[src/rtl/pidca_pkg.sv]
// shared types, widths, register indexes and reset values for the clamped pid block
package pidca_pkg;

  // field widths fixed by the angle and gain formats
  localparam int ANGLE_W = 9;
  localparam int GAIN_W  = 24;
  localparam int ERR_W   = 11;
  localparam int DIFF_W  = 12;
  localparam int IDX_W   = 3;

  // configuration register indexes
  typedef enum logic [IDX_W-1:0] {
    REG_KP       = 3'd0,
    REG_KI       = 3'd1,
    REG_KD       = 3'd2,
    REG_SETPOINT = 3'd3,
    REG_OUT_MIN  = 3'd4,
    REG_OUT_MAX  = 3'd5
  } reg_idx_t;

  // reset values of the configuration registers
  localparam logic [GAIN_W-1:0]         KP_RESET       = 24'd131072;
  localparam logic [GAIN_W-1:0]         KI_RESET       = 24'd655;
  localparam logic [GAIN_W-1:0]         KD_RESET       = 24'd655360;
  localparam logic signed [ANGLE_W-1:0] SETPOINT_RESET = 9'sd0;
  localparam logic signed [ANGLE_W-1:0] OUT_MIN_RESET  = -9'sd45;
  localparam logic signed [ANGLE_W-1:0] OUT_MAX_RESET  = 9'sd45;

  // gains, target and output limits
  typedef struct packed {
    logic [GAIN_W-1:0]         kp;
    logic [GAIN_W-1:0]         ki;
    logic [GAIN_W-1:0]         kd;
    logic signed [ANGLE_W-1:0] setpoint;
    logic signed [ANGLE_W-1:0] out_min;
    logic signed [ANGLE_W-1:0] out_max;
  } cfg_t;

  // limit and integration status of one sample
  typedef struct packed {
    logic hit_hi;
    logic hit_lo;
    logic hold;
  } law_stat_t;

endpackage

[src/rtl/pidca_law.sv]
// control law: error, p/i/d terms, output clamp and conditional integration
module pidca_law
  import pidca_pkg::*;
#(
  parameter int GAIN_FRAC_BITS = 16,
  parameter int SUM_BITS       = 32
) (
  input  cfg_t                       cfg,
  input  logic signed [ANGLE_W-1:0]  meas,
  input  logic signed [SUM_BITS-1:0] error_sum,
  input  logic signed [ERR_W-1:0]    last_error,
  output logic signed [ERR_W-1:0]    err,
  output logic signed [SUM_BITS-1:0] error_sum_next,
  output logic signed [ANGLE_W-1:0]  drive,
  output law_stat_t                  stat
);

  localparam int P_W = ERR_W + GAIN_W + 1;
  localparam int D_W = DIFF_W + GAIN_W + 1;
  localparam int I_W = SUM_BITS + GAIN_W + 1;
  localparam int U_W = SUM_BITS + GAIN_W + 3;

  logic signed [DIFF_W-1:0]   diff;
  logic signed [P_W-1:0]      p_term;
  logic signed [I_W-1:0]      i_term;
  logic signed [D_W-1:0]      d_term;
  logic signed [U_W-1:0]      u;
  logic signed [U_W-1:0]      lo;
  logic signed [U_W-1:0]      hi;
  logic signed [SUM_BITS:0]   sum_wide;
  logic signed [SUM_BITS-1:0] sum_sat;
  logic [ANGLE_W-1:0]         q_floor;
  logic [ANGLE_W-1:0]         q_trunc;
  logic                       frac_nz;
  logic                       err_le0;
  logic                       err_ge0;

  // error and its change since the previous sample
  assign err  = ERR_W'(cfg.setpoint) - ERR_W'(meas);
  assign diff = DIFF_W'(err) - DIFF_W'(last_error);

  // three gain products, full width so no term can wrap
  assign p_term = P_W'(err) * $signed({1'b0, cfg.kp});
  assign i_term = I_W'(error_sum) * $signed({1'b0, cfg.ki});
  assign d_term = D_W'(diff) * $signed({1'b0, cfg.kd});
  assign u      = U_W'(p_term) + U_W'(i_term) + U_W'(d_term);

  // limits scaled to the gain fraction
  assign lo = U_W'(cfg.out_min) <<< GAIN_FRAC_BITS;
  assign hi = U_W'(cfg.out_max) <<< GAIN_FRAC_BITS;

  assign stat.hit_hi = (u >= hi);
  assign stat.hit_lo = (u <= lo);

  // hold the integral while the output pushes further into a limit
  assign err_le0   = err[ERR_W-1] || (err == '0);
  assign err_ge0   = !err[ERR_W-1];
  assign stat.hold = (stat.hit_lo && err_le0) || (stat.hit_hi && err_ge0);

  // saturating integral update
  assign sum_wide = (SUM_BITS+1)'(error_sum) + (SUM_BITS+1)'(err);
  always_comb begin
    if (sum_wide[SUM_BITS] != sum_wide[SUM_BITS-1]) begin
      sum_sat = sum_wide[SUM_BITS] ? {1'b1, {(SUM_BITS-1){1'b0}}}
                                   : {1'b0, {(SUM_BITS-1){1'b1}}};
    end else begin
      sum_sat = sum_wide[SUM_BITS-1:0];
    end
  end
  assign error_sum_next = stat.hold ? error_sum : sum_sat;

  // truncate toward zero: floor, plus one for a negative value with a fraction
  assign q_floor = u[GAIN_FRAC_BITS +: ANGLE_W];
  assign frac_nz = |u[GAIN_FRAC_BITS-1:0];
  assign q_trunc = q_floor + ANGLE_W'(u[U_W-1] && frac_nz);

  // output clamp, upper limit tested first
  always_comb begin
    if (stat.hit_hi) begin
      drive = cfg.out_max;
    end else if (stat.hit_lo) begin
      drive = cfg.out_min;
    end else begin
      drive = $signed(q_trunc);
    end
  end

endmodule

[src/rtl/pid_clamped_antiwindup.sv]
// top level of the clamped pid angle controller with conditional integration
// One measured angle in, one clamped drive angle out, one word per clock cycle
// sustained while out_ready stays high. A word is captured in an input
// register, then the whole control law (three gain multiplies, the sum, the
// limit compares and the integral update) runs as one combinational pass into
// the result register, so that single pass sets the clock rate. While a result
// waits, the input side takes a word only if the input register is empty.
// Gains carry GAIN_FRAC_BITS fraction bits; the error integral is SUM_BITS
// wide and saturates. Configuration writes are taken at any time and are meant
// to be made while no word is in flight.
module pid_clamped_antiwindup
  import pidca_pkg::*;
#(
  parameter int GAIN_FRAC_BITS = 16,
  parameter int SUM_BITS       = 32
) (
  input  logic                      clk,
  input  logic                      rst,
  input  logic                      cfg_valid,
  output logic                      cfg_ready,
  input  logic [IDX_W-1:0]          cfg_index,
  input  logic [GAIN_W-1:0]         cfg_data,
  input  logic                      in_valid,
  output logic                      in_ready,
  input  logic signed [ANGLE_W-1:0] measured_angle,
  output logic                      out_valid,
  input  logic                      out_ready,
  output logic signed [ANGLE_W-1:0] drive_angle
);

  cfg_t                       cfg;
  logic                       meas_valid;
  logic signed [ANGLE_W-1:0]  meas;
  logic signed [SUM_BITS-1:0] error_sum;
  logic signed [ERR_W-1:0]    last_error;
  logic signed [ERR_W-1:0]    err_next;
  logic signed [SUM_BITS-1:0] error_sum_next;
  logic signed [ANGLE_W-1:0]  drive_next;
  law_stat_t                  stat;
  logic                       out_free;
  logic                       advance;

  // handshake control
  assign cfg_ready = 1'b1;
  assign out_free  = !out_valid || out_ready;
  assign advance   = meas_valid && out_free;
  assign in_ready  = !meas_valid || out_free;

  // configuration registers
  always_ff @(posedge clk) begin
    if (rst) begin
      cfg.kp       <= KP_RESET;
      cfg.ki       <= KI_RESET;
      cfg.kd       <= KD_RESET;
      cfg.setpoint <= SETPOINT_RESET;
      cfg.out_min  <= OUT_MIN_RESET;
      cfg.out_max  <= OUT_MAX_RESET;
    end else if (cfg_valid) begin
      unique case (cfg_index)
        REG_KP:       cfg.kp       <= cfg_data;
        REG_KI:       cfg.ki       <= cfg_data;
        REG_KD:       cfg.kd       <= cfg_data;
        REG_SETPOINT: cfg.setpoint <= $signed(cfg_data[ANGLE_W-1:0]);
        REG_OUT_MIN:  cfg.out_min  <= $signed(cfg_data[ANGLE_W-1:0]);
        REG_OUT_MAX:  cfg.out_max  <= $signed(cfg_data[ANGLE_W-1:0]);
        default: ;
      endcase
    end
  end

  // input register
  always_ff @(posedge clk) begin
    if (rst) begin
      meas_valid <= 1'b0;
    end else if (in_ready) begin
      meas_valid <= in_valid;
    end
  end

  always_ff @(posedge clk) begin
    if (in_valid && in_ready) begin
      meas <= measured_angle;
    end
  end

  pidca_law #(
    .GAIN_FRAC_BITS (GAIN_FRAC_BITS),
    .SUM_BITS       (SUM_BITS)
  ) u_law (
    .cfg            (cfg),
    .meas           (meas),
    .error_sum      (error_sum),
    .last_error     (last_error),
    .err            (err_next),
    .error_sum_next (error_sum_next),
    .drive          (drive_next),
    .stat           (stat)
  );

  // controller state, updated once per word
  always_ff @(posedge clk) begin
    if (rst) begin
      error_sum  <= '0;
      last_error <= '0;
    end else if (advance) begin
      error_sum  <= error_sum_next;
      last_error <= err_next;
    end
  end

  // result register
  always_ff @(posedge clk) begin
    if (rst) begin
      out_valid <= 1'b0;
    end else if (out_free) begin
      out_valid <= meas_valid;
    end
  end

  always_ff @(posedge clk) begin
    if (advance) begin
      drive_angle <= drive_next;
    end
  end

`ifndef SYNTH
  // state moves only when a word passes into the result register
  assert property (@(posedge clk) disable iff (rst)
    !advance |=> $stable(error_sum) && $stable(last_error))
    else $error("controller state changed without a word advancing");

  // integral frozen while the output drives into a limit
  assert property (@(posedge clk) disable iff (rst)
    advance && stat.hold |=> $stable(error_sum))
    else $error("integral changed while held at a limit");

  // a captured word is not dropped while the result register is blocked
  assert property (@(posedge clk) disable iff (rst)
    meas_valid && !out_free |=> meas_valid && $stable(meas))
    else $error("input word lost while output stalled");
`endif

endmodule

[config.mk]
export PLATFORM = sky130hd
export DESIGN_NAME = pid_clamped_antiwindup
export DESIGN_NICKNAME = d
export VERILOG_FILES = /design/src/rtl/pidca_pkg.sv /design/src/rtl/pidca_law.sv /design/src/rtl/pid_clamped_antiwindup.sv
export SDC_FILE = /design/constraint.sdc
export NUM_CORES = 2
export LEC_CHECK = 0
export BUFFER_PORTS_ARGS = -buffer_cell sky130_fd_sc_hd__clkbuf_2
export CAP_MARGIN = 20
export CORE_ASPECT_RATIO = 1.1
export CORE_MARGIN = 5
export CORE_UTILIZATION = 45
export CTS_BUF_LIST = sky130_fd_sc_hd__clkbuf_16
export DETAILED_ROUTE_END_ITERATION = 16
export PLACE_DENSITY_LB_ADDON = 0.05
export SLEW_MARGIN = 10
export SYNTH_ARGS = -nofsm -noshare
export SYNTH_HDL_FRONTEND = slang
export SYNTH_SLANG_ARGS = --single-unit
[constraint.sdc]
create_clock -name clk -period 17.3 [get_ports clk]
set_clock_uncertainty 0.15 [all_clocks]
set_input_delay 0 -clock clk [delete_from_list [all_inputs] [get_ports clk]]
set_output_delay 0 -clock clk [all_outputs]
set_load 0.01 [all_outputs]
# Yosys cells after proc, flatten, opt, wreduce, memory -nomap -nowiden
# Cells that the tools add are included.
# W data, S select, Z words.
# totals
in_bits	41
word_cells	56
reg_bits	161
out_inout_bits	12
# classes
n_lt_le_gt_ge	2
n_mux	4
n_reduce_logical	22
bitwise_logic	1
eq_ne	6
n_addsub	6
n_mul	3
# ops
cell	n
$mux W32	2
$add A58 B37 Y59	1
$ge A59 B25 Y1	1
$le A59 B25 Y1	1
$add A35 B57 Y58	1
$mul A32 B25 Y57	1
$mul A12 B25 Y37	1
$mul A10 B25 Y35	1
$add A32 B10 Y33	1
$mux W9	2
$reduce_or A16 Y1	1
$reduce_and A2 Y1	7
$logic_not A11 Y1	1
$sub A10 B10 Y11	1
$sub A9 B9 Y10	1
$add A9 B1 Y9	1
$eq A3 B2 Y1 const B	2
$eq A3 B3 Y1 const B	2
$logic_and A1 B1 Y1	5
$logic_or A1 B1 Y1	4
$eq A3 B1 Y1 const B	1
$logic_not A1 Y1	3
$logic_not A3 Y1	1
$ne A1 B1 Y1	1
$not A1 Y1	1

# Depth between registers and ports, before layout
# depth
ltp_word	9
depth_mapped	58
ltp_nobuf	53

# Modules after synthesis
# Synthesis repeated with hierarchy kept, for this count alone.
# unflattened
cells_unflattened	6441
hier_area_um2	57904.3
# by_module_without_submodules
mod	instances	cells_per_inst	area_per_inst_um2
pidca_law	1	5797	51852.2
pid_clamped_antiwindup	1	644	6052.1

# Worst setup path before layout
# OpenSTA, ideal clock, no wires.
# synth_path
kind	reg-to-reg
start	register meas[1]
end	register drive_angle[0] (data pin)
n_path_buf	4
setup_time_ns	0.269
path_slack_ns	3.194
t_required_ns	16.881
t_arrival_ns	13.687
stages_incl_launch_ff	52
cell_sequence	edfxtp_1 -> inv_1 -> ha_1 -> nor2b_1 -> o21ai_0 -> a21oi_1 -> o41ai_1 -> nand2b_1 -> a31oi_1 -> inv_1 -> clkbuf_1 -> ha_1 -> inv_1 -> nor4_1 -> clkbuf_1 -> o31ai_1 -> fa_1 -> inv_1 -> [16 not listed] -> nor3_1 -> o2111a_1 -> a2111oi_0 -> o21ai_1 -> a211o_1 -> and2_1 -> o311ai_1 -> ha_1 -> nand3_1 -> o221ai_1 -> a21oi_1 -> o22ai_1 -> nor4_1 -> mux2i_1 -> or2_2 -> clkbuf_1 -> mux2i_1 -> o21ai_0
# synth_via
elab_chain_cells	9
elab_cells_between_ends	13
# synth_lines
item	line	rtl
start: declaration	pid_clamped_antiwindup.sv:33	logic signed [ANGLE_W-1:0] meas;
start signal: assignment	pid_clamped_antiwindup.sv:82	meas <= measured_angle;
$sub A9 B9 Y10 (*)	pidca_law.sv:39	assign err = ERR_W'(cfg.setpoint) - ERR_W'(meas);
via err_next[10]	pid_clamped_antiwindup.sv:36	logic signed [ERR_W-1:0] err_next;
$mul A10 B25 Y35 or $sub A10 B10 Y11 (tied branches)	pidca_law.sv:43, pidca_law.sv:40	
$add A35 B57 Y58 or $mul A12 B25 Y37 (tied branches)	pidca_law.sv:46, pidca_law.sv:45	
$add A58 B37 Y59 (*)	pidca_law.sv:46	assign u = U_W'(p_term) + U_W'(i_term) + U_W'(d_term);
branches (longest 4 deep; another with $le A59 B25 Y1)	--	
$mux W9 (*)	pidca_law.sv:79	if (stat.hit_hi) begin
via drive_next[0]	pid_clamped_antiwindup.sv:38	logic signed [ANGLE_W-1:0] drive_next;
end signal: assignment	pid_clamped_antiwindup.sv:122	drive_angle <= drive_next;
end: declaration	pid_clamped_antiwindup.sv:28	output logic signed [ANGLE_W-1:0] drive_angle
# Mark *: on every way through the listed nets, which the timed path passes.
# A chain may end at the register's enable or synchronous reset.

# Final worst setup path
# layout_path
start	register cfg[18] (netlist name)
end	register error_sum[23]
# layout_via
elab_chain_cells	9
elab_cells_between_ends	20
# layout_lines
item	line	rtl
$sub A9 B9 Y10 (*)	pidca_law.sv:39	
$mul A10 B25 Y35 or $sub A10 B10 Y11 (tied branches)	pidca_law.sv:43, pidca_law.sv:40	
$add A35 B57 Y58 or $mul A12 B25 Y37 (tied branches)	pidca_law.sv:46, pidca_law.sv:45	
$add A58 B37 Y59	pidca_law.sv:46	
$le A59 B25 Y1 or $ge A59 B25 Y1 (tied branches)	pidca_law.sv:53, pidca_law.sv:52	
$logic_and A1 B1 Y1	pidca_law.sv:58	assign stat.hold = (stat.hit_lo && err_le0) || (stat.hit_hi && err_ge0);
$logic_or A1 B1 Y1	pidca_law.sv:58	
$not A1 Y1 (no source line)	--	
$reduce_and A2 Y1 (no source line)	--	
end signal: assignment	pid_clamped_antiwindup.sv:106	error_sum <= error_sum_next;
end: declaration	pid_clamped_antiwindup.sv:34	logic signed [SUM_BITS-1:0] error_sum;
# Every way passes the cells marked *; elsewhere a longest branch is shown, timed or not.

==> run metrics <==
leading post-synthesis cells by cell area=fa_1, ha_1, inv_1; Final HPWL DP=140700 microns; post-synthesis xor/xnor area fraction=1.427%; final setup fails=0; post-synth cell types=76; DIE HEIGHT=381.5 microns; post-synth net total=8162; Sink Count=161; clock latency on the worst-skew pair=0.50 ns; most frequent cells after synthesis=inv_1, fa_1, nand2_1; largest net degree at the start of global routing=70; DRC viols=0; Post-synth EDFFs=18; antenna-violating nets left=0; Tot GR Track Use=27.14%; max-cap viol count=0; adder-cell share of the synthesized area=57.83%; CTS root buf=clkbuf_16; placed cells=7812; Vias=42000; number of port buffers=51; post-synthesis mux area share=0.1617%; Worst setup SP type=register; Reg clk slew, reported paths=0.08 ns; element type at the critical path end=register; WL final=175200 microns; Synth Area in Compound Gates=7.165%; setup_tns=0 ns; Filler cells=12380; DRT iter0 DRCs=2567; CP max stage cell=and3_2; Mapped Area=56470 sq um; hold_ws=0.06398 ns; Longest Clk Path Bufs=2; crit path DAT=16.25 ns; Slew Limit Fails=0; asr flop ratio synth=0%; Routability Congestion=0.9283; CTS buffer count=17; status=finished, final reports clean; Final #Nets=8051; Max FO, Critical Path=33; synthesized flop and latch total=161; IO Pins=53; worst-margin pin slew=1.098 ns; WP buf/inv=8; Final Non-Filler Cells=7890; Register Area=3417 sq um; final cycle utilization of the critical path=92.90%; Multi-input gate area=46420 sq um; htree depth=4; Chip Width=347.8 microns; initial core utilization=45.21%; Synth warnings=0; HP Class=input port to register; Most common cell on crit path=fa_1; crit path time final=16.07 ns; die area=132700 sq um; core area=124900 sq um; Synth area leader=fa_1; first-pass GRT wire length=275500 microns; most frequent cell after synthesis=inv_1; Post-Synth Simple-Gate Area=15.44%; CP Class=register to register; Post-CTS Setup Bufs=0; crit-path max cell delay=0.90 ns; Via density=5.323; final core occ=47.53%; main flop type after synthesis=dfxtp_1; CTS tree=yes; routed len/inst=22.20 microns; worst rel slew slack=26.80%; global route overflow=0; main combinational cell family by area after synthesis=adder cells; area grow syn2layout=5.131%; Rows=136; Max Clock Freq=62.22 MHz; Crit path max-delay family=adder cells; Seq/Total Area, Yosys=6.026%; Worst Path Required=17.48 ns; TritonRoute pass-1 iters=5; Gate Count Post-Synth=6331; post-synth top area share=47.04%; Hold Vio Cnt, Final=0; layout cells sized above 1=4.316%; number of global-route vias before repair=45590; antenna violations before repair=4; RSZ-0062 raised after global routing=false; syn avg cell area=8.920 sq um
[cell type report]
cell class | count | area share [%]
diodes | 1 | 0.004215
clock buffers | 17 | 0.7165
clock inverters | 15 | 0.2086
inverters | 1472 | 9.306
multi-input cells | 4383 | 78.18
flip-flops and latches | 161 | 5.755
well taps | 1656 | 3.490
repair buffers | 185 | 2.335
[kinds of logic (layout without fill, tap and decap cells)]
kind of cell               after synthesis  in the layout
AOI/OAI and AO/OA                      604            604
xor gates and xnor gates                92             92
other                                    1              2
adders and majority gates             1820           1820
buffers and inverters                 1787           1689
DFF                                    161            161
muxes                                    9              9
and+or+nand+nor                       1857           1857
[path summary, 6_finish.rpt]
path | slack, ns | startpoint | end | cells after the start
hold / removal | 0.06 | measured_angle[7] | meas[7] | 2
setup reg to reg | 1.23 | cfg[18] | error_sum[23] | 48
hold reg to reg | 0.31 | cfg[67] | cfg[67] | 2
setup / recovery | 1.23 | cfg[18] | error_sum[23] | 48
[through the flow]
stage / area, sq um / setup WS [ns]
after global routing: 59370 / 0.2018
after floorplan: 56470 / 3.194
after detailed placement: 58360 / 1.346
final: 59370 / 1.228
after global placement: 58360 / 1.483
after CTS: 59370 / 1.203
[state kept, by name, indices dropped and copies added (netlist names)]
register	flops
meas	9
error_sum	32
cfg	99
meas_valid	1
out_valid	1
last_error	10
drive_angle	9
[layer usage]
layer,GRT usage (%),wire length [microns],up-vias
met5,0,0,-
met4,7.542,5632,0
met3,3.208,9591,199
met2,43.93,81390,1113
met1,38.82,78570,21990
li1,-,-,18700
[repair_timing]
item,4_1_cts,5_1_grt
setup endpoints to repair,0,0
endpoints found under the hold margin,119,0
hold buffers,45,0
resized for setup,0,0
[placed cells by master, fill, tap and decap left out, types with 28 or more instances in the layout]
| cell | count |
|---|---|
| clkbuf_2 | 50 |
| maj3_1 | 30 |
| dlygate4sd3_1 | 44 |
| a211oi_2 | 30 |
| or2_2 | 34 |
| ha_1 | 463 |
| o21ai_0 | 76 |
| xnor2_1 | 46 |
| a21oi_1 | 197 |
| fa_1 | 1327 |
| o31ai_1 | 28 |
| nand2_1 | 1030 |
| and2_1 | 404 |
| a21o_1 | 57 |
| a31oi_1 | 42 |
| and3_1 | 32 |
| nand2b_1 | 65 |
| nor2b_1 | 47 |
| nand3_1 | 51 |
| xor2_1 | 40 |
| inv_1 | 1470 |
| buf_4 | 90 |
| nor2_1 | 98 |
| dfxtp_1 | 132 |
Power is left out: the tool's default activity adds up to more than one toggle a clock period on the data nets, which glitch-free logic cannot reach.
